$ cat src/design/ae_ram.sv
`timescale 1ns / 1ps
// ----------------------------------------------------------------------------
// ae_ram: generic simple dual-port RAM
// One write port, one read port, read data registered.
// ----------------------------------------------------------------------------
module ae_ram #(
    parameter int WIDTH = 8,
    parameter int DEPTH = 16
) (
    input  logic                                    clk,
    input  logic                                    wr_en,
    input  logic [(DEPTH > 1 ? $clog2(DEPTH) : 1)-1:0] wr_addr,
    input  logic [WIDTH-1:0]                        wr_data,
    input  logic [(DEPTH > 1 ? $clog2(DEPTH) : 1)-1:0] rd_addr,
    output logic [WIDTH-1:0]                        rd_data
);
    logic [WIDTH-1:0] mem_reg [DEPTH];
    logic [WIDTH-1:0] rd_data_reg;

    always_ff @(posedge clk)
    begin
        if (wr_en)
        begin
            mem_reg[wr_addr] <= wr_data;
        end
        rd_data_reg <= mem_reg[rd_addr];
    end

    assign rd_data = rd_data_reg;
endmodule

$ cat config.mk
export PLATFORM = sky130hd
export DESIGN_NAME = ae_ram
export DESIGN_NICKNAME = d
export VERILOG_FILES = /design/src/design/ae_ram.sv
export SDC_FILE = /design/constraint.sdc
export NUM_CORES = 1
export LEC_CHECK = 0
export BUFFER_PORTS_ARGS = -buffer_cell sky130_fd_sc_hd__buf_4
export CAP_MARGIN = 20
export CORE_MARGIN = 2
export CORE_UTILIZATION = 54
export DETAILED_ROUTE_END_ITERATION = 10
export PLACE_DENSITY = 0.7
export SLEW_MARGIN = 20
export SYNTH_ARGS = -nofsm -noshare
export SYNTH_HDL_FRONTEND = slang
export SYNTH_SLANG_ARGS = --single-unit
$ cat constraint.sdc
create_clock -name clk -period 1.6 [get_ports clk]
set_input_delay 0.16 -clock clk [delete_from_list [all_inputs] [get_ports clk]]
set_output_delay 0.16 -clock clk [all_outputs]
set_load 0.03 [all_outputs]
; After elaboration in Yosys (flattened, before gate mapping)
; Memory sizes are Yosys's and may differ from the RTL's. A register that Yosys moved wholly into a read port is not among the register bits.
; Index checks and enable logic that the tools add are counted.
[word_totals]
reg_bits = 0
mem_bits_rw = 128
in_bits = 18
out_inout_bits = 8
wordCells = 3
n_memories = 1
[mem_list]
columns = name, words, width, rd, rd_clocked_by_memory_dff, wr, line_no
row1 = mem_reg, 16, 8, 1, 1, 1, 17  ; logic [WIDTH-1:0] mem_reg [DEPTH];
[classes]
n_mux = 2
[ops]
columns = operator, count
row1 = 1-bit 2-to-1 mux, 2

; Longest topological paths before layout
[logic_depth]
depth_word = 2
depth_mapped = 5
depth_no_buf = 3

; Worst setup path before layout
; OpenSTA, ideal clock, no wires.
[synth_path]
path_kind = input -> register
startpoint = in wr_addr[2] in the netlist's numbering
endpoint = mem mem_reg[0][0], enable pin
setup_time_ps = 383
arrival_ps = 1270
required_time_ps = 1217
path_slack_ps = -53
cell_stages = 2
n_path_buf = 0
cell_sequence = or3b_2 nor3_1
[synth_lines]
columns = element, line_no
row1 = from (decl), 12  ; input logic [(DEPTH > 1 ? $clog2(DEPTH) : 1)-1:0] wr_addr,
row2 = to (decl), 17
; No word-level cell before the write port.

==> metrics.log <==
INFO  metric die-height = between 100 and 150 µm
INFO  metric io_buffer_count = 25
INFO  metric netlist_instances = between 200 and 250
INFO  metric synth.most_common_cell = sky130_fd_sc_hd__edfxtp_1
INFO  metric design.die.area = slightly above 10000 µm²
INFO  metric global_route.usage.met2 = 32.5%
INFO  metric synth_top_cells_by_count = sky130_fd_sc_hd__edfxtp_1 (128), sky130_fd_sc_hd__mux4_2 (18), sky130_fd_sc_hd__a22oi_1 (16)
INFO  metric gp_congestion = approximately 0.73
INFO  metric share_clk_of_total_power = a little under half
INFO  metric crit_chain = mux4_1, a22oi_1, nand2_1
INFO  metric cap_violations = 0
INFO  metric ys_dominant_reg_cell = sky130_fd_sc_hd__edfxtp_1
INFO  metric grt_overflow = 0
INFO  metric synth_warnings = 0
INFO  metric status = completed
INFO  metric path_clk_slew = 0.06 ns
INFO  metric cpPeakStageDelay = between 0.5 and 0.6 ns
INFO  metric ir_drop = between 0.0009 and 0.001 V
INFO  metric worstHoldPathCells = 4
INFO  metric via_count = ~2500
INFO  metric switching_share = roughly a fifth
INFO  metric synth_edf_count = ~130
INFO  metric drc_errors = 0
INFO  metric yosysTopAreaCell = sky130_fd_sc_hd__edfxtp_1
INFO  metric detailed_placer_s_ending_hpwl = around 6300 µm
INFO  metric timing.critical_path.required = 1.99 ns
INFO  metric power.share.sequential = 47.0%
INFO  metric startpoint_type = flop
INFO  metric post_drt_wl_per_cell = between 20 and 25 µm
INFO  metric viasPerCell = 5.68
INFO  metric cts_inserted_buffers = 17
INFO  metric clk_path_buf_depth = 2
INFO  metric p_comb_share = under 10%
INFO  metric worst_path_max_delay_cell = sky130_fd_sc_hd__mux4_1
INFO  metric num_antenna_cells = 0
INFO  metric critical_path_arrival = approximately 1.8 ns
INFO  metric final.setup_skew = between 0.008 and 0.009 ns
INFO  metric timing.reg2reg.setup_slack = 0.20 ns
INFO  metric drtPass1Iterations = 4
INFO  metric endpoint_kind = flop
INFO  metric std_cell_rows = 35
INFO  metric groute.usage.overall = 21.9%
INFO  metric final_cells = 437
INFO  metric busiest_layer = met2
INFO  metric mappedNetlistNets = roughly 250
INFO  metric grt_pass1_wl = ~15000 µm
INFO  metric worst_pin_slew = 0.435 ns
INFO  metric yosys.area.top_type_share = between 70% and 80%
INFO  metric synth.cell_area = ~5100 µm²
INFO  metric timing.reg2reg.worst_path_depth = 3
INFO  metric layout-drive-gt1-share = a little under a third
INFO  metric insertion_delay = approximately 0.52 ns
INFO  metric area_growth = 23.2%
INFO  metric grt_start_max_net_pins = 17
INFO  metric final_max_slew_viol_count = 0
INFO  metric drt_iter0_markers = 208
INFO  metric yosys_reg_bits = ~140
INFO  metric io_pins = 26
INFO  metric initial_utilization = about 56%
INFO  metric placedCellCount = between 300 and 400
INFO  metric ctsRootBufferMaster = sky130_fd_sc_hd__clkbuf_8
INFO  metric coreArea = around 9200 µm²
INFO  metric finalWirelength = between 9000 and 10000 µm
INFO  metric netSwitchingPower = 1.67 mW
INFO  metric first_global_vias = approximately 2600
INFO  metric timing.final.crit_share = 87.4%
INFO  metric cts_repair_resize_count = 0
INFO  metric initial_antenna_violation_count = 0
INFO  metric slew_headroom = about 71%
INFO  metric final_hold_viol_count = 0
INFO  metric seq_area_frac_synth = 77.8%
INFO  metric finalNetCount = approximately 310
INFO  metric hp-class = primary input to flop
INFO  metric post-cts-setup-buffers = 0
INFO  metric synth_async_sr_flop_share = 0%
INFO  metric htree_levels = 4
INFO  metric grt.met3_usage = ~7%
INFO  metric drt.antenna.violating_nets = 0
INFO  metric die_width = approximately 100 µm
INFO  metric rsz0062_at_grt = false
INFO  metric leakage_power_summed_over_all_cells = 2.19 nW
INFO  metric mean_cell_area_of_the_mapped_netlist = ~22 µm²
INFO  metric post_synth_main_area_contributors = sky130_fd_sc_hd__edfxtp_1 (75%), sky130_fd_sc_hd__mux4_2 (7.9%), sky130_fd_sc_hd__mux4_1 (7.1%), sky130_fd_sc_hd__dfxtp_1 (3.1%), sky130_fd_sc_hd__a22oi_1 (2.3%)
INFO  metric critPathMaxFanout = 1
INFO  metric critical_path_class = flop to flop
INFO  metric largest_register_ff_count = 128
INFO  metric setup_total_negative_slack = 0 ns
INFO  metric cellInternalPower = slightly below 7 mW
INFO  metric minimum_clock_period = 1.40 ns
INFO  metric ctsHoldBuffers = 8
INFO  metric p_per_area = ~1300 nW/µm²
INFO  metric maxClockFrequency = 715 MHz
INFO  metric setup_viol = 0
INFO  metric grt.met1_usage = a little under a third
INFO  metric clock_sinks = about 140
INFO  metric tritoncts = yes
INFO  metric postLayoutCoreUtil = roughly two thirds
INFO  metric synth_cell_type_count = 19
## routing by layer
| layer | share of wire [%] | vias to the layer above |
|---|---|---|
| met4 | 0.76 | 0 |
| li1 | - | 1105 |
| met2 | 49 | 106 |
| met3 | 7.8 | 6 |
| met5 | 0 | - |
| met1 | 42 | 1267 |
## worst paths after layout
kind | startpoint | to
min | rd_addr[2] | rd_data[0]$_DFF_P_
max | mem_reg[9][4]$_DFFE_PP_ | rd_data[4]$_DFF_P_
max reg2reg | mem_reg[9][4]$_DFFE_PP_ | rd_data[4]$_DFF_P_
min reg2reg | mem_reg[12][5]$_DFFE_PP_ | rd_data[5]$_DFF_P_
## cells in the final DEF (no fill, tap or decap), drive strengths merged
cell	instances
a22oi	16
and2	1
and2b	1
buf	50
bufinv	5
clkbuf	17
clkinv	7
clkinvlp	1
dfxtp	8
dlygate4sd3	8
edfxtp	128
inv	1
mux4	32
nand2	9
nand2b	2
nand3	1
nand3b	2
nor2	13
nor2b	1
nor3	4
or3b	1
## power groups by stage
stage / Clock (mW) / Combinational, mW / Sequential, mW
after CTS: 4.11 / 0.472 / 4.01
after floorplan: 0 / 0.202 / 4.12
after detailed placement: 0 / 0.454 / 4.08
final: 4.05 / 0.465 / 4.01
after global placement: 0 / 0.443 / 4.08
after global routing: 4.29 / 0.501 / 4.01
## per-stage QoR
step	hold WS, ns	worst slack, ns	power [mW]	cell area (µm²)
final	0.0943	0.201	8.53	6340
after global placement	0.453	0.00685	4.52	5640
after detailed placement	0.473	-0.0161	4.54	5640
after global routing	0.0996	0.123	8.80	6340
after CTS	0.0785	0.202	8.59	6340
after floorplan	0.259	0.174	4.32	5150
## kinds of logic (layout without fill, tap and decap cells)
family	count (synthesis)	count (layout)	share of synthesized area [%]
compound gates	16	16	2.33
mux	32	32	15.0
flops	136	136	77.8
simple gates	35	35	3.18
buf+inv	10	89	1.68
## worst max-delay path: cells and delay by family (launching register included)
family             cells  cell delay (ns)
AOI/OAI and AO/OA      1             0.33
DFF                    1             0.34
muxes                  1             0.51
and+or+nand+nor        1             0.08
## cell type report
cell class                 count  area (µm²)
clock buffer                  17         414
clock inverter                14         205
fill                         557        2900
multi-input combinational     83        1060
sequential                   136        4000
tap                          129         161
timing repair buffer          58         493
Power figures use the tool's default switching activity.
