<file path="config.mk">
export PLATFORM = sky130hd
export DESIGN_NAME = ae_job_fifo
export DESIGN_NICKNAME = d
export VERILOG_FILES = /design/src/design/ae_pkg.sv /design/src/design/ae_job_fifo.sv
export SDC_FILE = /design/constraint.sdc
export NUM_CORES = 1
export LEC_CHECK = 0
export BUFFER_PORTS_ARGS = -buffer_cell sky130_fd_sc_hd__buf_4
export CORE_MARGIN = 5
export CORE_UTILIZATION = 46
export DETAILED_ROUTE_END_ITERATION = 12
export GPL_TIMING_DRIVEN = 0
export PLACE_DENSITY = 0.74
export SYNTH_ARGS = -nofsm -noshare
export SYNTH_HDL_FRONTEND = slang
export SYNTH_SLANG_ARGS = --single-unit
</file>
<file path="constraint.sdc">
create_clock -name clk -period 2.75 [get_ports clk]
set_input_delay 0.55 -clock clk [delete_from_list [all_inputs] [get_ports clk]]
set_output_delay 0.55 -clock clk [all_outputs]
set_load 0.05 [all_outputs]
</file>
<file path="src/design/ae_pkg.sv">
`timescale 1ns / 1ps
// ----------------------------------------------------------------------------
// ae_pkg: shared types and constants of the advantage estimator
// Step record, job descriptor, config register codes, fixed-point helpers.
// ----------------------------------------------------------------------------
package ae_pkg;

    localparam int DATA_W  = 32;
    localparam int COEF_W  = 17;      // Q0.16 with room for 1.0
    localparam int IDX_W   = 6;       // step index on the result channel
    localparam int CFG_IDX_W = 2;

    localparam logic [COEF_W-1:0] COEF_ONE         = 17'd65536;
    localparam logic [COEF_W-1:0] DISCOUNT_RESET   = 17'd64881;
    localparam logic [COEF_W-1:0] TRACE_DECAY_RESET = 17'd62259;

    typedef enum logic [CFG_IDX_W-1:0] {
        CFG_DISCOUNT    = 2'd0,
        CFG_TRACE_DECAY = 2'd1
    } cfg_idx_t;

    typedef logic signed [DATA_W-1:0] q16_t;
    typedef logic [COEF_W-1:0] coef_t;

    // one stored step
    typedef struct packed {
        q16_t reward;
        q16_t value;
        q16_t cut_value;
        logic terminated;
        logic truncated;
    } step_rec_t;

    // one finished trajectory waiting for the backward walk
    typedef struct packed {
        logic [IDX_W-1:0] last_slot;
        logic             bank;
        q16_t             final_value;
    } job_t;

    typedef enum logic [2:0] {
        BK_IDLE,
        BK_GAIN,
        BK_MUL,
        BK_SUM,
        BK_OUT
    } bk_state_t;

    localparam logic signed [35:0] SAT_MAX = 36'sh0_7FFF_FFFF;
    localparam logic signed [35:0] SAT_MIN = 36'shF_8000_0000;

    // Q16.16 x Q0.16 product back to Q16.16, round half up
    function automatic logic signed [33:0] round_q16(input logic signed [49:0] p);
        logic signed [50:0] s;
        s = {p[49], p} + 51'sd32768;
        return s[49:16];
    endfunction

    function automatic q16_t sat32(input logic signed [35:0] x);
        q16_t r;
        if (x > SAT_MAX)
            r = 32'sh7FFF_FFFF;
        else if (x < SAT_MIN)
            r = 32'sh8000_0000;
        else
            r = x[31:0];
        return r;
    endfunction

endpackage

</file>
<file path="src/design/ae_job_fifo.sv">
`timescale 1ns / 1ps
// ----------------------------------------------------------------------------
// ae_job_fifo: two-entry job queue
// Head stays until the walk of that trajectory is finished.
// ----------------------------------------------------------------------------
module ae_job_fifo (
    input  logic         clk,
    input  logic         rst_n,
    input  logic         push,
    input  ae_pkg::job_t push_job,
    input  logic         pop,
    output logic         head_valid,
    output ae_pkg::job_t head_job,
    output logic         full
);
    import ae_pkg::*;

    job_t       entry_reg [2];
    logic       wr_ptr_reg, wr_ptr_next;
    logic       rd_ptr_reg, rd_ptr_next;
    logic [1:0] count_reg, count_next;

    always_ff @(posedge clk or negedge rst_n)
    begin
        if (!rst_n)
        begin
            wr_ptr_reg <= 1'b0;
            rd_ptr_reg <= 1'b0;
            count_reg  <= '0;
        end
        else
        begin
            wr_ptr_reg <= wr_ptr_next;
            rd_ptr_reg <= rd_ptr_next;
            count_reg  <= count_next;
        end
    end

    always_ff @(posedge clk)
    begin
        if (push)
        begin
            entry_reg[wr_ptr_reg] <= push_job;
        end
    end

    always_comb
    begin
        wr_ptr_next = push ? !wr_ptr_reg : wr_ptr_reg;
        rd_ptr_next = pop ? !rd_ptr_reg : rd_ptr_reg;
        count_next  = count_reg + {1'b0, push} - {1'b0, pop};
        head_valid  = count_reg != 2'd0;
        full        = count_reg == 2'd2;
        head_job    = entry_reg[rd_ptr_reg];
    end
endmodule

</file>
# [Yosys cells after proc, flatten, opt, wreduce, memory -nomap -nowiden]
# Memories as Yosys holds them, arrays and structs flattened.
# Cells that the tools add are included.
[word_totals] regBits=4 ramBits=78 input_bits=43 elab_cells=12 memories=1
[op_classes] n_addsub=2 eq_ne=1 n_mux=2 n_reduce_logical=3
[memory_table] name="entry_reg" depth=2 word_bits=39 rd=1 rd_clocked_by_memory_dff=0 write_ports=1 line_no="ae_job_fifo.sv:18" source="job_t entry_reg [2];"
[op_table] cell="$add 2x1->2" n=1
[op_table] cell="$eq 2x2->1 const B" n=1
[op_table] cell="$logic_not 1->1" n=2
[op_table] cell="$mux 1" n=2
[op_table] cell="$reduce_bool 2->1" n=1
[op_table] cell="$sub 2x1->2" n=1

# [Longest topological paths before layout]
# Gate-level depths: netlist (run 1).
[depth] word_depth=2 mapped_depth=5

# [Worst setup path before layout (run 1)]
# Ideal clock, no wire load.
[synth_path] path_kind="in2reg" startpoint="in push" endpoint="mem entry_reg[0][0] (netlist bit), enable pin" arrival_ps=2297 t_required_ps=2310 setup_slack_ps=13 cell_stages=1 path_buffers=0 cell_sequence="nor2b_1"
[synth_via] elab_chain_cells=2
[synth_lines] element="from (decl)" line_no="ae_job_fifo.sv:9" source="input logic push,"
[synth_lines] element="$mux 1" line_no="ae_job_fifo.sv:41" source="if (push)"
[synth_lines] element="$mux 1 (implied by the code)" line_no="ae_job_fifo.sv:43" source="entry_reg[wr_ptr_reg] <= push_job;"
[synth_lines] element="to (decl)" line_no="ae_job_fifo.sv:18"
# Every way passes these cells.

==> metrics, run 1 <==
status complete, no violations; core area 6390 um2; site row count 29; Setup crit end kind output port; Total GRT Usage 13.3%; drt drc 0; Cell Count, Final, Fillers Out 315; share of post-route cells with drive strength above 1 59.7%; design area 4000 um2; hold crit path type in2reg; vias in the first global route 1779; die area 8300 um2; TritonCTS Buffers 9; worst slew pin tran 0.609 ns; initial antenna violation count 0; Rel. slew slack 59.3%; Final Cycle Share 75.6%; clock latency at the later pin of the worst-skew pair 0.33 ns; LEAKAGE 1.54 nW; final setup fails 0; DRT iter0 DRCs 57; combinational power share 46.0%; Hold Startpoint push_job[2]; Vias/cell 4.94; Reg clk slew, reported paths 0.08 ns; layout net count 278; Startpoint Class flop; crit path from rd_ptr_reg; WP data arrival 1.53 ns; Yosys reg bits 82; IO Count 84; largest net degree at the start of global routing 23; placed cell area 3810 um2; Avg Inst Size Synth 22.2 um2; met1 Use GR 15.8%; Cell Area, Synth 3030 um2; Post-CTS Resized 0; Crit Path Category reg2out; Initial Utilization 47.4%; Area Growth Syn to Fin 32.1%; sequential share of the synthesized area 80.7%; max reg flops 78; clk sink count 82; ant diodes 0; die width 91.1 um; Psw 0.00185 W; Max Fclk 481 MHz; DR WL/cell 16.9 um; busiest grt layer met2; sequential fraction of design power 37.0%; Ys Warns 0; met2 Use GR 21.5%; switching part of the total 39.3%; antenna viol nets, final 0; Final Routed Wirelength 5.34 mm; RSZ-0062 raised after global routing false; Pwr Total 0.00469 W; Reg2Reg Launch Point wr_ptr_reg; peak supply drop 0.712 mV; CP required 2.20 ns; Final HPWL DP 3.75 mm; first-pass detailed-route iteration total 4; minimum clock period 2.08 ns; vias post-DR 1555; Pint 0.00284 W; Power Dens Cells 1170 nW/um2; Slew Limit Fails 0; die extent in y 91.1 um; met3 usage 6.45%; syn nets 181; Root Driver clkbuf_8; max-cap viol count 0; Worst Clk Skew 0.00723 ns; GRT overflow 0; CTS max path bufs 2; share of the synthesized area in the top cell type 77.4%; Clk pwr share 16.9%; H-tree lvl count 3; library cells used by synthesis 11; placed cells 298; Final Hold Vio Count 0; Synth Instances 136; CTS tree done; gpl congestion 0.646; post-synthesis cell type with the largest combined area edfxtp_1; Synth area leaders edfxtp_1 77%, mux2_2 15%, dfrtp_1 3.3%; # port buffers 83; first-pass GRT wire length 8.63 mm; largest fanout on the critical path 10
-- power by group through the flow --
stage / Clock (W) / Combinational (W) / Sequential [W]
2_1_floorplan: 0 / 0.00154 / 0.00175
3_3_place_gp: 0 / 0.00210 / 0.00177
3_5_place_dp: 0 / 0.00218 / 0.00177
4_1_cts: 0.000816 / 0.00218 / 0.00174
5_1_grt: 0.000878 / 0.00226 / 0.00176
6_report: 0.000795 / 0.00216 / 0.00174
-- cell type report --
class	count	area [um2]
inverters	2	7.51
clock inverters	4	42.5
fillers	479	2390
multi-input cells	48	539
well taps	77	96.3
repair buffers	86	688
plain buffers	4	45.0
flip-flops and latches	82	2440
clock buffers	12	135
-- kinds of logic after synthesis --
family	share of synthesized area, %
xor gates and xnor gates	1.36
adders and majority gates	0.827
buffers and inverters	1.74
DFF	80.7
muxes	14.5
and+or+nand+nor	0.827
-- critical path: stages (launching register included) --
cell and delay (ns):
dfrtp_1 0.46, buf_6 0.19, mux2_2 0.35, buf_4 0.19
-- final timing paths --
path                       slack [ns]  cells past startpoint                to
hold reg to reg                  0.56                      1        wr_ptr_reg
setup reg to reg                 1.24                      2  entry_reg[0][21]
min in group asynchronous        0.55                      2      count_reg[0]
setup / recovery                 0.67                      3      head_job[35]
hold / removal                   0.40                      1   entry_reg[0][2]
max in group asynchronous        2.09                      2      count_reg[1]
-- synth_stat cells, drive strengths merged --
cell and n:
edfxtp 78, mux2 39, buf 4, dfrtp 4, ha 2, inv 2, nor2b 2, xor2 2
and2 1, or2 1, xor3 1
-- timing repair --
item | in CTS | in global routing
hold buffers | 1 | 0
buffers inserted | 0 | 0
endpoints found under the hold margin | 4 | 0
-- per-layer routing --
layer / wire length [um] / up-vias
met5: 0 / -
met4: 42 / 0
met3: 493 / 6
met2: 2610 / 64
met1: 2190 / 763
li1: - / 722
-- cell usage in the layout, fill, tap and decap left out --
master	instances
dfrtp_1	4
edfxtp_1	78
buf_4	83
nor2b_4	1
dlygate4sd3_1	1
ha_1	2
or2_2	1
clkinv_1	2
inv_1	2
and2_2	1
buf_16	2
buf_6	4
clkbuf_8	9
xor2_1	2
xor3_1	1
mux2_2	39
nor2b_1	1
bufinv_16	1
clkbuf_1	3
clkinv_2	1
-- metrics by stage --
step,hold slack (ns),setup WS (ns),setup TNS (ns),utilization (%)
2_1_floorplan,0.254,0.0134,0,-
3_3_place_gp,0.350,-1.06,-41.35,58.6
3_5_place_dp,0.349,0.968,0,59.6
4_1_cts,0.378,0.634,0,62.6
5_1_grt,0.368,0.582,0,62.6
6_report,0.400,0.670,0,62.6
Power figures use the tool's default switching activity.
==> run 2, diff against run 1 <==
--- a/config.mk
+++ b/config.mk
@@ -5,12 +5,13 @@
 export SDC_FILE = /design/constraint.sdc
 export NUM_CORES = 1
 export LEC_CHECK = 0
+export ABC_AREA = 1
 export BUFFER_PORTS_ARGS = -buffer_cell sky130_fd_sc_hd__buf_4
 export CORE_MARGIN = 5
-export CORE_UTILIZATION = 46
+export CORE_UTILIZATION = 52
 export DETAILED_ROUTE_END_ITERATION = 12
 export GPL_TIMING_DRIVEN = 0
-export PLACE_DENSITY = 0.74
+export PLACE_DENSITY = 0.79
 export SYNTH_ARGS = -nofsm -noshare
 export SYNTH_HDL_FRONTEND = slang
 export SYNTH_SLANG_ARGS = --single-unit
==> constraint.sdc (replaced) <==
create_clock -name clk -period 2 [get_ports clk]
set_input_delay 0.4 -clock clk [delete_from_list [all_inputs] [get_ports clk]]
set_output_delay 0.4 -clock clk [all_outputs]
set_load 0.05 [all_outputs]
==> metrics, run 2 <==
clk sink count 82; number of filler cells placed in the layout 448; post-synthesis cell type with the largest combined area edfxtp_1; DR WL/cell 14.1 um; status complete, no violations; hold crit path type in2reg; Reg clk slew, reported paths 0.08 ns; worst r2r path cells 2; Total GRT Usage 15.9%; TritonCTS Buffers 9; GRT overflow 0; Setup crit end kind output port; Initial Utilization 53.0%; max reg flops 78; Post-synth EDFFs 78; Psw 0.00305 W; Max Fclk 530 MHz; Final Hold Vio Count 0; Ys Warns 0; # port buffers 83; Yosys reg bits 82; combinational power share 49.1%; ant diodes 0; sequential share of the synthesized area 78.3%; first-pass detailed-route iteration total 5; ys async rst share 4.88%; die width 87.5 um; H-tree lvl count 3; switching part of the total 44.5%; slowest CP cell dfrtp_1; Synth area leaders edfxtp_1 75%, inv_1 5.5%, nand2_1 5.5%; core area 5890 um2; Avg Inst Size Synth 13.6 um2; Slew Limit Fails 0; WP data arrival 1.49 ns; Startpoint Class flop; LEAKAGE 1.76 nW; clock latency at the later pin of the worst-skew pair 0.33 ns; Final HPWL DP 3.97 mm; Finished Core Util 69.0%; antenna viol nets, final 0; Worst Clk Skew 0.00391 ns; sequential fraction of design power 34.8%; drt drc 0; share of post-route cells with drive strength above 1 33.3%; Area Growth Syn to Fin 30.2%; FF-to-FF setup slack 0.47 ns; Rel. slew slack 42.5%; worst slew pin tran 0.862 ns; CP endpoint head_job[28]; CTS max path bufs 2; Hold WS 0.239 ns; initial antenna violation count 0; share of the synthesized area in the top cell type 75.1%; die area 7650 um2; final setup fails 0; dpl ws 0.385 ns; most common cell in the netlist edfxtp_1; crit path from rd_ptr_reg; Synth Instances 229; DRT iter0 DRCs 53; max-cap viol count 0; peak supply drop 0.993 mV; CP required 1.60 ns; library cells used by synthesis 15; IO Count 84; largest fanout on the critical path 10; placed cell area 3860 um2; Root Driver clkbuf_8; Power Dens Cells 1690 nW/um2; syn nets 274; critical-path cell list buf_6, clkbuf_2, o21ai_1, buf_4; main flop type after synthesis edfxtp_1; Pwr Total 0.00685 W; vias in the first global route 1910; Post-CTS Setup Bufs 0; minimum clock period 1.89 ns; design area 4060 um2; commonest non-fill, non-tap cell in the layout buf_4; CTS tree done; Crit Reg-Reg Endpoint entry_reg[1][15]; die extent in y 87.5 um; Pint 0.00380 W; gpl congestion 0.734; Clk pwr share 16.1%; vias post-DR 1907; site row count 28; Final Cycle Share 94.3%; Crit Path Category reg2out; Final Routed Wirelength 5.73 mm; Post-synth top cells 78 x edfxtp_1, 46 x inv_1, 46 x nand2_1; largest net degree at the start of global routing 40; RSZ-0062 raised after global routing false; most frequent cells in the layout 83 x buf_4, 78 x edfxtp_1, 46 x nand2_1; Vias/cell 4.71; first-pass GRT wire length 8.81 mm; Reg2Reg Launch Point wr_ptr_reg; Max stage delay on crit path 0.37 ns; layout net count 370; Cell Area, Synth 3120 um2; Worst Setup Slack, final 0.114 ns
[run 2: worst max-delay path: cells and delay by family (launching register included)]
family                 cells  cell delay, ns
AO/OA/AOI/OAI              1            0.21
buffers and inverters      3            0.57
flip-flops                 1            0.37
[run 2: cell families after synthesis]
family | Yosys count | share of synthesized area (%)
AO/OA/AOI/OAI | 39 | 6.38
AND/OR/NAND/NOR | 49 | 5.94
buffers and inverters | 55 | 8.02
XOR/XNOR | 2 | 0.562
adder cells (fa/ha/maj) | 2 | 0.802
flip-flops | 82 | 78.3
[run 2: how the worst min path moves through the flow]
stage                       endpoint         start  cells past startpoint
finish               entry_reg[1][6]   push_job[6]                      1
global route        entry_reg[0][26]  push_job[26]                      1
CTS                 entry_reg[0][30]  push_job[30]                      1
detailed placement      count_reg[0]         rst_n                      1
global placement        count_reg[0]         rst_n                      1
floorplan               count_reg[0]         rst_n                      0
[run 2: layer usage]
| metal | GRT usage (%) | part of all wire, % |
|---|---|---|
| met5 | 0 | 0 |
| met2 | 27.7 | 53 |
| met4 | 9.62 | 2.6 |
| met1 | 17.9 | 39 |
| met3 | 3.22 | 5.9 |
[run 2: timing repair]
action                     in CTS  in global routing
setup endpoints to repair       0                  3
hold buffers                    1                  0
resized for setup               0                  3
hold endpoints to repair        4                  0
[run 2: stage by stage]
stage	instances	setup TNS [ns]
detailed placement	388	0
floorplan	229	-2.72
CTS	405	0
global route	405	0
finish	405	0
global placement	387	-25.07
[run 2: power by group through the flow]
stage	clock network, W	logic (W)	registers, W
after floorplan	0	0.00235	0.00240
after global placement	0	0.00332	0.00241
after detailed placement	0	0.00340	0.00242
after CTS	0.00113	0.00340	0.00238
after global routing	0.00122	0.00358	0.00241
final	0.00110	0.00336	0.00238
[run 2: area by class of cell]
type	count	area [um2]	share of cell area, %
flip-flops and latches	82	2440	60.1
well taps	75	93.8	2.31
multi-input cells	92	438	10.8
inverters	46	173	4.25
plain buffers	9	77.6	1.91
repair buffers	85	653	16.1
clock buffers	10	128	3.14
clock inverters	6	57.6	1.42
