### src/design/ae_pkg.sv
`timescale 1ns / 1ps
// ----------------------------------------------------------------------------
// ae_pkg: shared types and constants of the advantage estimator
// Step record, job descriptor, config register codes, fixed-point helpers.
// ----------------------------------------------------------------------------
package ae_pkg;

    localparam int DATA_W  = 32;
    localparam int COEF_W  = 17;      // Q0.16 with room for 1.0
    localparam int IDX_W   = 6;       // step index on the result channel
    localparam int CFG_IDX_W = 2;

    localparam logic [COEF_W-1:0] COEF_ONE         = 17'd65536;
    localparam logic [COEF_W-1:0] DISCOUNT_RESET   = 17'd64881;
    localparam logic [COEF_W-1:0] TRACE_DECAY_RESET = 17'd62259;

    typedef enum logic [CFG_IDX_W-1:0] {
        CFG_DISCOUNT    = 2'd0,
        CFG_TRACE_DECAY = 2'd1
    } cfg_idx_t;

    typedef logic signed [DATA_W-1:0] q16_t;
    typedef logic [COEF_W-1:0] coef_t;

    // one stored step
    typedef struct packed {
        q16_t reward;
        q16_t value;
        q16_t cut_value;
        logic terminated;
        logic truncated;
    } step_rec_t;

    // one finished trajectory waiting for the backward walk
    typedef struct packed {
        logic [IDX_W-1:0] last_slot;
        logic             bank;
        q16_t             final_value;
    } job_t;

    typedef enum logic [2:0] {
        BK_IDLE,
        BK_GAIN,
        BK_MUL,
        BK_SUM,
        BK_OUT
    } bk_state_t;

    localparam logic signed [35:0] SAT_MAX = 36'sh0_7FFF_FFFF;
    localparam logic signed [35:0] SAT_MIN = 36'shF_8000_0000;

    // Q16.16 x Q0.16 product back to Q16.16, round half up
    function automatic logic signed [33:0] round_q16(input logic signed [49:0] p);
        logic signed [50:0] s;
        s = {p[49], p} + 51'sd32768;
        return s[49:16];
    endfunction

    function automatic q16_t sat32(input logic signed [35:0] x);
        q16_t r;
        if (x > SAT_MAX)
            r = 32'sh7FFF_FFFF;
        else if (x < SAT_MIN)
            r = 32'sh8000_0000;
        else
            r = x[31:0];
        return r;
    endfunction

endpackage

### src/design/ae_if.sv


interface ae_result_if;
    import ae_pkg::*;

    logic             valid;
    logic             ready;
    logic [IDX_W-1:0] step_index;
    q16_t             advantage;
    q16_t             return_estimate;
    logic             last_result;

    modport source (output valid, step_index, advantage, return_estimate, last_result,
                    input ready);
    modport sink (input valid, step_index, advantage, return_estimate, last_result,
                  output ready);
endinterface

### src/design/ae_back.sv
`timescale 1ns / 1ps
// ----------------------------------------------------------------------------
// ae_back: backward walk engine
// Walks one stored trajectory newest first, one result beat per step.
// ----------------------------------------------------------------------------
module ae_back #(
    parameter int MAX_STEPS = 64
) (
    input  logic                    clk,
    input  logic                    rst_n,
    input  logic                    job_valid,
    input  ae_pkg::job_t            job,
    output logic                    job_pop,
    input  ae_pkg::coef_t           discount,
    input  ae_pkg::coef_t           trace_decay,
    output logic [(MAX_STEPS > 1 ? $clog2(MAX_STEPS) : 1):0] rd_addr,
    input  ae_pkg::step_rec_t       rd_data,
    ae_result_if.source             result
);
    import ae_pkg::*;

    localparam int SLOT_W = MAX_STEPS > 1 ? $clog2(MAX_STEPS) : 1;

    bk_state_t          state_reg, state_next;
    logic [SLOT_W-1:0]  t_reg, t_next;
    logic               bank_reg, bank_next;
    q16_t               fv_reg, fv_next;
    q16_t               adv_reg, adv_next;
    logic [33:0]        gl_prod_reg, gl_prod_next;
    coef_t              gl_reg, gl_next;
    logic signed [49:0] p1_reg, p1_next;
    logic signed [49:0] p2_reg, p2_next;
    q16_t               rew_reg, rew_next;
    q16_t               val_reg, val_next;
    logic               term_reg, term_next;
    logic               trunc_reg, trunc_next;

    logic               out_valid_reg, out_valid_next;
    logic [IDX_W-1:0]   out_idx_reg, out_idx_next;
    q16_t               out_adv_reg, out_adv_next;
    q16_t               out_ret_reg, out_ret_next;
    logic               out_last_reg, out_last_next;

    logic [34:0]        gl_round;
    q16_t               boot;
    logic signed [33:0] r1;
    logic signed [33:0] r2;
    logic signed [35:0] acc;
    logic               can_load;

    always_ff @(posedge clk or negedge rst_n)
    begin
        if (!rst_n)
        begin
            state_reg     <= BK_IDLE;
            out_valid_reg <= 1'b0;
        end
        else
        begin
            state_reg     <= state_next;
            out_valid_reg <= out_valid_next;
        end
    end

    always_ff @(posedge clk)
    begin
        t_reg        <= t_next;
        bank_reg     <= bank_next;
        fv_reg       <= fv_next;
        adv_reg      <= adv_next;
        gl_prod_reg  <= gl_prod_next;
        gl_reg       <= gl_next;
        p1_reg       <= p1_next;
        p2_reg       <= p2_next;
        rew_reg      <= rew_next;
        val_reg      <= val_next;
        term_reg     <= term_next;
        trunc_reg    <= trunc_next;
        out_idx_reg  <= out_idx_next;
        out_adv_reg  <= out_adv_next;
        out_ret_reg  <= out_ret_next;
        out_last_reg <= out_last_next;
    end

    always_comb
    begin
        state_next     = state_reg;
        t_next         = t_reg;
        bank_next      = bank_reg;
        fv_next        = fv_reg;
        adv_next       = adv_reg;
        gl_prod_next   = gl_prod_reg;
        gl_next        = gl_reg;
        p1_next        = p1_reg;
        p2_next        = p2_reg;
        rew_next       = rew_reg;
        val_next       = val_reg;
        term_next      = term_reg;
        trunc_next     = trunc_reg;
        out_idx_next   = out_idx_reg;
        out_adv_next   = out_adv_reg;
        out_ret_next   = out_ret_reg;
        out_last_next  = out_last_reg;
        job_pop        = 1'b0;

        can_load       = !out_valid_reg || result.ready;
        out_valid_next = out_valid_reg && !result.ready;

        gl_round = {1'b0, gl_prod_reg} + 35'd32768;
        // cut value only when truncated without a true end
        boot = (rd_data.truncated && !rd_data.terminated) ? rd_data.cut_value : fv_reg;
        r1   = term_reg ? 34'sd0 : round_q16(p1_reg);
        r2   = trunc_reg ? 34'sd0 : round_q16(p2_reg);
        acc  = {{4{rew_reg[31]}}, rew_reg} - {{4{val_reg[31]}}, val_reg}
             + {{2{r1[33]}}, r1} + {{2{r2[33]}}, r2};

        case (state_reg)
            BK_IDLE:
            begin
                if (job_valid)
                begin
                    t_next       = SLOT_W'(job.last_slot);
                    bank_next    = job.bank;
                    fv_next      = job.final_value;
                    adv_next     = '0;
                    gl_prod_next = discount * trace_decay;
                    state_next   = BK_GAIN;
                end
            end
            BK_GAIN:
            begin
                gl_next    = gl_round[32:16];
                state_next = BK_MUL;
            end
            BK_MUL:
            begin
                p1_next    = $signed({1'b0, discount}) * boot;
                p2_next    = $signed({1'b0, gl_reg}) * adv_reg;
                rew_next   = rd_data.reward;
                val_next   = rd_data.value;
                term_next  = rd_data.terminated;
                trunc_next = rd_data.truncated;
                state_next = BK_SUM;
            end
            BK_SUM:
            begin
                adv_next   = sat32(acc);
                fv_next    = val_reg;
                state_next = BK_OUT;
            end
            BK_OUT:
            begin
                if (can_load)
                begin
                    out_valid_next = 1'b1;
                    out_idx_next   = IDX_W'(t_reg);
                    out_adv_next   = adv_reg;
                    out_ret_next   = sat32({{4{adv_reg[31]}}, adv_reg}
                                         + {{4{val_reg[31]}}, val_reg});
                    out_last_next  = t_reg == '0;
                    if (t_reg == '0)
                    begin
                        job_pop    = 1'b1;
                        state_next = BK_IDLE;
                    end
                    else
                    begin
                        t_next     = t_reg - 1'b1;
                        state_next = BK_MUL;
                    end
                end
            end
            default:
            begin
                state_next = BK_IDLE;
            end
        endcase

        // address of the step the next cycle works on; its registered data arrives then
        rd_addr = {bank_next, t_next};

        result.valid           = out_valid_reg;
        result.step_index      = out_idx_reg;
        result.advantage       = out_adv_reg;
        result.return_estimate = out_ret_reg;
        result.last_result     = out_last_reg;
    end
endmodule

### src/flat_wrapper.sv
// flat-port wrapper written by rule: the top's interface ports become plain ports
module ae_back_flat import ae_pkg::*;
#(
    parameter int MAX_STEPS = 64
)
  (clk, rst_n, job_valid, job, job_pop, discount, trace_decay, rd_addr, rd_data, result_valid, result_step_index, result_advantage, result_return_estimate, result_last_result, result_ready);
  ae_result_if result_i ();
  input  logic clk;
  input  logic rst_n;
  input  logic job_valid;
  input  ae_pkg::job_t job;
  output logic job_pop;
  input  ae_pkg::coef_t discount;
  input  ae_pkg::coef_t trace_decay;
  output logic [(MAX_STEPS > 1 ? $clog2(MAX_STEPS) : 1):0] rd_addr;
  input  ae_pkg::step_rec_t rd_data;
  output wire logic [$bits(result_i.valid)-1:0] result_valid;
  output wire logic [$bits(result_i.step_index)-1:0] result_step_index;
  output wire logic [$bits(result_i.advantage)-1:0] result_advantage;
  output wire logic [$bits(result_i.return_estimate)-1:0] result_return_estimate;
  output wire logic [$bits(result_i.last_result)-1:0] result_last_result;
  input wire logic [$bits(result_i.ready)-1:0] result_ready;
  assign result_valid = result_i.valid;
  assign result_step_index = result_i.step_index;
  assign result_advantage = result_i.advantage;
  assign result_return_estimate = result_i.return_estimate;
  assign result_last_result = result_i.last_result;
  assign result_i.ready = result_ready;
  ae_back #(.MAX_STEPS(MAX_STEPS)) u_core (.clk(clk), .rst_n(rst_n), .job_valid(job_valid), .job(job), .job_pop(job_pop), .discount(discount), .trace_decay(trace_decay), .rd_addr(rd_addr), .rd_data(rd_data), .result(result_i));
endmodule
### config.mk
export PLATFORM = sky130hd
export DESIGN_NAME = ae_back_flat
export DESIGN_NICKNAME = d
export VERILOG_FILES = /design/src/design/ae_pkg.sv /design/src/design/ae_if.sv /design/src/design/ae_back.sv /design/src/flat_wrapper.sv
export SDC_FILE = /design/constraint.sdc
export NUM_CORES = 2
export LEC_CHECK = 0
export ABC_CLOCK_PERIOD_IN_PS = 25900
export BUFFER_PORTS_ARGS = -buffer_cell sky130_fd_sc_hd__buf_2
export CORE_ASPECT_RATIO = 2
export CORE_MARGIN = 3
export CORE_UTILIZATION = 42
export CTS_CLUSTER_SIZE = 28
export DETAILED_ROUTE_END_ITERATION = 8
export MAX_ROUTING_LAYER = met4
export PLACE_DENSITY_LB_ADDON = 0.1
export REMOVE_ABC_BUFFERS = 1
export SLEW_MARGIN = 20
export SYNTH_ARGS = -nofsm -noshare
export SYNTH_HDL_FRONTEND = slang
export SYNTH_SLANG_ARGS = --single-unit
### constraint.sdc
create_clock -name clk -period 25.9 [get_ports clk]
set_input_delay 1.295 -clock clk [delete_from_list [all_inputs] [get_ports clk]]
set_output_delay 1.295 -clock clk [all_outputs]
set_load 0.02 [all_outputs]
==> After elaboration in Yosys (flattened, before gate mapping) <==
Index checks and enable logic that the tools add are counted.
{ "word_totals": {"out_inout_bits": 80, "latchBits": 0, "n_memories": 0, "rom_bits": 0, "in_bits": 175, "word_cells": 77, "ff_bits": 362, "ram_bits": 0} }
{ "classes": {"magnitude_cmp": 4, "reduce_logical": 13, "div_mod_pow": 0, "eq_ne": 6, "add_sub_neg": 8, "muxes": 25, "n_bitwise": 0, "n_mul": 3, "shifts": 0} }
{ "ops": {"columns": ["cell", "count"], "rows": [
  ["2-to-1 mux 32 bit", 6],
  ["one-hot mux 32 bit (2 select lines)", 2],
  ["adder 50 x 17 -> 50 bit (second input constant)", 2],
  ["multiplier 18 x 32 -> 50 bit", 2],
  ["adder 36 bit", 2],
  ["greater-than comparator 36 x 32 -> 1 bit (second input constant)", 2],
  ["less-than comparator 36 x 32 -> 1 bit (second input constant)", 2],
  ["2-to-1 mux 34 bit", 2],
  ["adder 32 x 32 -> 33 bit", 1],
  ["adder 33 x 16 -> 33 bit (second input constant)", 1],
  ["multiplier 17 x 17 -> 33 bit", 1],
  ["subtractor 32 x 32 -> 33 bit", 1],
  ["2-to-1 mux 6 bit", 3],
  ["one-hot mux 3 bit (5 select lines)", 1],
  ["one-hot mux 6 bit (2 select lines)", 1],
  ["AND reduction 2 bit", 4],
  ["2-to-1 mux 1 bit", 7],
  ["== test 3 x 2 -> 1 bit (second input constant)", 2],
  ["zero test 6 bit", 1],
  ["2-to-1 mux 3 bit", 2],
  ["subtractor 6 x 1 -> 6 bit (second input constant)", 1],
  ["== test 3 x 1 -> 1 bit (second input constant)", 1],
  ["== test 3 bit (second input constant)", 1],
  ["zero test 1 bit", 3],
  ["other kinds (7)", 8]
]} }

==> Logic depth before layout (Yosys ltp) <==
{ "depth": {"depth_word": 8, "ltp_mapped": 28} }

==> Worst setup path after synthesis <==
OpenSTA, ideal clock, no wires.
{ "synth_path": {"path_type": "register to register", "startpoint": "reg u_core.state_reg[2]", "endpoint": "reg u_core.state_reg[1]", "arrival_time_ns": 11.258, "setup_ns": 0.140, "setup_slack_ns": 14.502, "required_ns": 25.760, "period_less_slack_ns": 11.398, "stages_incl_launch_ff": 4, "path_buffers": 1, "cell_sequence": "dfrtp_1 > clkbuf_1 > nor3b_1 > o21bai_1"} }
{ "synth_between": {"elab_chain_len": 3, "elab_cells_between_ends": 9, "cone_classes": "6 x eq/ne; 1 x mux; 2 x reduce/logical"} }
{ "synth_rtl": {"columns": ["item", "line_no", "text"], "rows": [
  ["start: declaration", "ae_back.sv:24", "bk_state_t state_reg, state_next;"],
  ["start signal: assignment", "ae_back.sv:60", "state_reg <= state_next;"],
  ["== test 3 bit / zero test 3 bit (equally long branches)", "ae_back.sv:117", "case (state_reg)"],
  ["inequality test 2 x 1 -> 1 bit (no source line) / inequality test 2 bit (equally long branches)", null, null],
  ["AND reduction 2 bit (no source line)", null, null]
]} }
Several ways; a longest one is shown, not always the timed one.
A chain may end at the register's enable or synchronous reset.

==> Worst setup path in the final report <==
{ "layout_path": {"startpoint": "in rd_data[1] (netlist bit)", "endpoint": "reg u_core.p1_reg[49] (data pin)"} }
{ "layout_between": {"elab_chain_len": 4} }
{ "layout_rtl": {"columns": ["item", "line_no", "text"], "rows": [
  ["start: declaration", "flat_wrapper.sv:16", "input ae_pkg::step_rec_t rd_data;"],
  ["zero test 1 bit", "ae_back.sv:111", "boot = (rd_data.truncated && !rd_data.terminated) ? rd_data.cut_value : fv_reg;"],
  ["logical AND 1 bit", "ae_back.sv:111", null],
  ["2-to-1 mux 32 bit", "ae_back.sv:111", null],
  ["multiplier 18 x 32 -> 50 bit", "ae_back.sv:137", "p1_next = $signed({1'b0, discount}) * boot;"],
  ["end signal: assignment", "ae_back.sv:73", "p1_reg <= p1_next;"],
  ["end: declaration", "ae_back.sv:31", "logic signed [49:0] p1_reg, p1_next;"]
]} }
No other way between the ends.

==> results.md <==
* Worst Hold Path Cells at 1
* DR pass1 iterations at 6
* RSZ-0062 raised after global routing: no
* Post-CTS Hold Buffers at 0
* Area Growth Syn to Fin at 7.25%
* Min-delay worst type: flop to flop
* Largest net degree at the start of global routing at 138
* Root Buffer: clkbuf_16
* Max Cap Viol at 0
* WP buf/inv at 7
* Period utilisation layout at 32.9%
* Die height at 555 um
* Share of layout cells above drive strength 1 at 6.59%
* Max transition margin at 22.0%
* Yosys top cell by area: fa_1
* Residual DRC count at 0
* Setup TNS Final at 0 ps
* Final Max Slew Viols at 0
* Antenna violations before repair at 15
* DR WL met3 at 6.92 mm
* Placer congestion estimate at 0.901
* Worst-Margin Slew at 1170 ps
* Crit path max fanout at 32
* Global-route wire length before repair at 289 mm
* WP data required at 26260 ps
* Largest cells by area after synthesis: fa_1 41%, edfxtp_1 15%, inv_1 8.7%
* Synth warn at 0
* FF+latch count, synth at 317
* Via count at 45100
* Worst setup SP type: input pin
* Post-CTS sizing at 0
* Top_reg_cell synth: edfxtp_1
* Share of the synthesized area in the top cell type at 41.0%
* Post-synth cell types at 78
* Register-to-Register Setup Slack at 18090 ps
* Final hold violation count at 0
* CTS Sinks at 317
* Max frequency at 117 MHz
* Longest Clk Path Bufs at 3
* Number of synthesized flops with an enable pin at 306
* CP Depth at 27
* Syn Area/Cell at 9.51 um^2
* Worst R2R Path Depth at 22
* Top routing layer used: met4
* Fin nets at 8662
* Placed wire-length estimate at 152 mm
* CTS buffer count at 37
* Min Tclk post-route at 8520 ps
* Seq/Total Area, Yosys at 14.9%
* Async SR Flop Fraction at 1.26%
* Commonest non-fill, non-tap cell in the layout: inv_1
* Data arrival time of the worst path at 8880 ps
* Status: completed
* Worst path slowest cell: fa_1
* Worst Setup End Kind: flop
* Vias per std cell at 5.17
* DR WL met2 at 101 mm
* Core Region at 150000 um^2
* Die width at 281 um
* Critical Path Most Common Cell: fa_1
* CTS H-tree depth at 2
* Routed wire length at 185 mm
* Commonest cells after routing, fill and taps aside: 1474 x inv_1, 1296 x fa_1, 1019 x nand2_1
* Remaining Overflow, GRT at 0
* Vias in the first global route at 51000
* Overall Global Routing Usage at 25.3%
* Clock Pin Slew Worst Setup and Hold Paths at 70 ps
* CTS tree: built
* CP max stage delay at 570 ps
* Port Buffers at 254
* Routed wire length per instance at 21.3 um
* Worst skew pair latency at 610 ps
* Postcts setup bufs at 0
* Met1 WL at 67.3 mm
* CP delay by family, top: adder cells
* Initial DRC Count at 2142
* Layout Utilization at 45.3%
* Setup Skew at 18.1 ps
* IO Pins at 255
* Initial core utilization at 42.3%
* Post-DRT Antenna Nets at 0
* Synth Cell Area at 63300 um^2
* Crit path kind: input pin to flop
* Die area at 156000 um^2
* Num rows at 201
* Finish-stage setup viols at 0
* Post-synthesis instance total at 6661
-- cells in the mapped netlist (all sizes together) (10+ instances only) --
cell	count
nand2b	77
a211o	10
o21bai	13
clkbuf	254
or3	12
and3	41
buf	13
nand3	67
a21o	121
edfxtp	306
nor2b	38
a21oi	144
nor3	45
ha	434
o21a	30
nand4	26
o211ai	18
xnor2	158
xor2	89
a31oi	15
o31ai	12
a211oi	16
nand2	1021
nor2	127
o21ai	152
and2	507
inv	1475
mux2	33
fa	1296
-- layer usage --
| layer | up-vias | GRT usage (%) |
|---|---|---|
| met3 | 405 | 2.37 |
| met2 | 998 | 47.1 |
| met4 | 0 | 11.3 |
| met1 | 23400 | 27.0 |
| li1 | 20400 | - |
| met5 | - | - |
-- cells by family after synthesis --
kind of cell | Yosys count | synth area share, %
xor gates and xnor gates | 247 | 3.42
muxes | 36 | 0.634
buffers and inverters | 1743 | 10.4
adders and majority gates | 1730 | 49.5
and+or+nand+nor | 1989 | 15.0
AOI/OAI and AO/OA | 599 | 6.22
DFF | 317 | 14.9
-- worst reg2reg max path, stage by stage, from the launching register on --
cell and delay, ps:
edfxtp_1 1000, nand2_1 200, fa_1 540, inv_1 60, fa_1 530, inv_1 50
fa_1 490, inv_1 50, fa_1 540, inv_1 50, fa_1 480, inv_1 50
fa_1 450, ha_1 410, o211ai_1 160, a2111oi_0 420, o31ai_1 240, a31oi_1 560
o21ai_0 320, o21ai_0 360, a21oi_1 180, o21ai_0 270, xor2_1 130
-- stage by stage --
| stage | cell area (um^2) | hold WS (ps) | setup WS, ps | cells |
|---|---|---|---|---|
| detailed placement | 66600 | 467 | 16700 | 8646 |
| finish | 67900 | 479 | 17380 | 8723 |
| global route | 67900 | 470 | 16930 | 8718 |
| floorplan | 62300 | 454 | 14580 | 6394 |
| CTS | 67900 | 445 | 17380 | 8711 |
| global placement | 66600 | 454 | 16850 | 8646 |
-- worst paths after layout --
kind / from / end
setup / recovery: rd_data[1] / u_core.p1_reg[49]$_DFFE_PN_
hold / removal: u_core.bank_reg$_DFF_P_ / u_core.bank_reg$_DFF_P_
setup reg to reg: u_core.adv_reg[11]$_SDFFCE_PN0P_ / u_core.p2_reg[40]$_DFFE_PN_
hold reg to reg: u_core.bank_reg$_DFF_P_ / u_core.bank_reg$_DFF_P_
max in group asynchronous: rst_n / u_core.result.valid$_DFF_PN0_
min in group asynchronous: rst_n / u_core.state_reg[2]$_DFFE_PN0P_
-- cell type report --
type | instances | area [um^2]
tap | 1928 | 2410
timing repair buffer | 324 | 1810
clock inverter | 19 | 259
fill | 14700 | 82000
inverter | 1476 | 5540
multi-input combinational | 4601 | 47400
antenna | 12 | 30.0
sequential | 317 | 9430
clock buffer | 46 | 1040
Power is left out: the tool's default activity adds up to more than one toggle a clock period on the data nets, which glitch-free logic cannot reach.
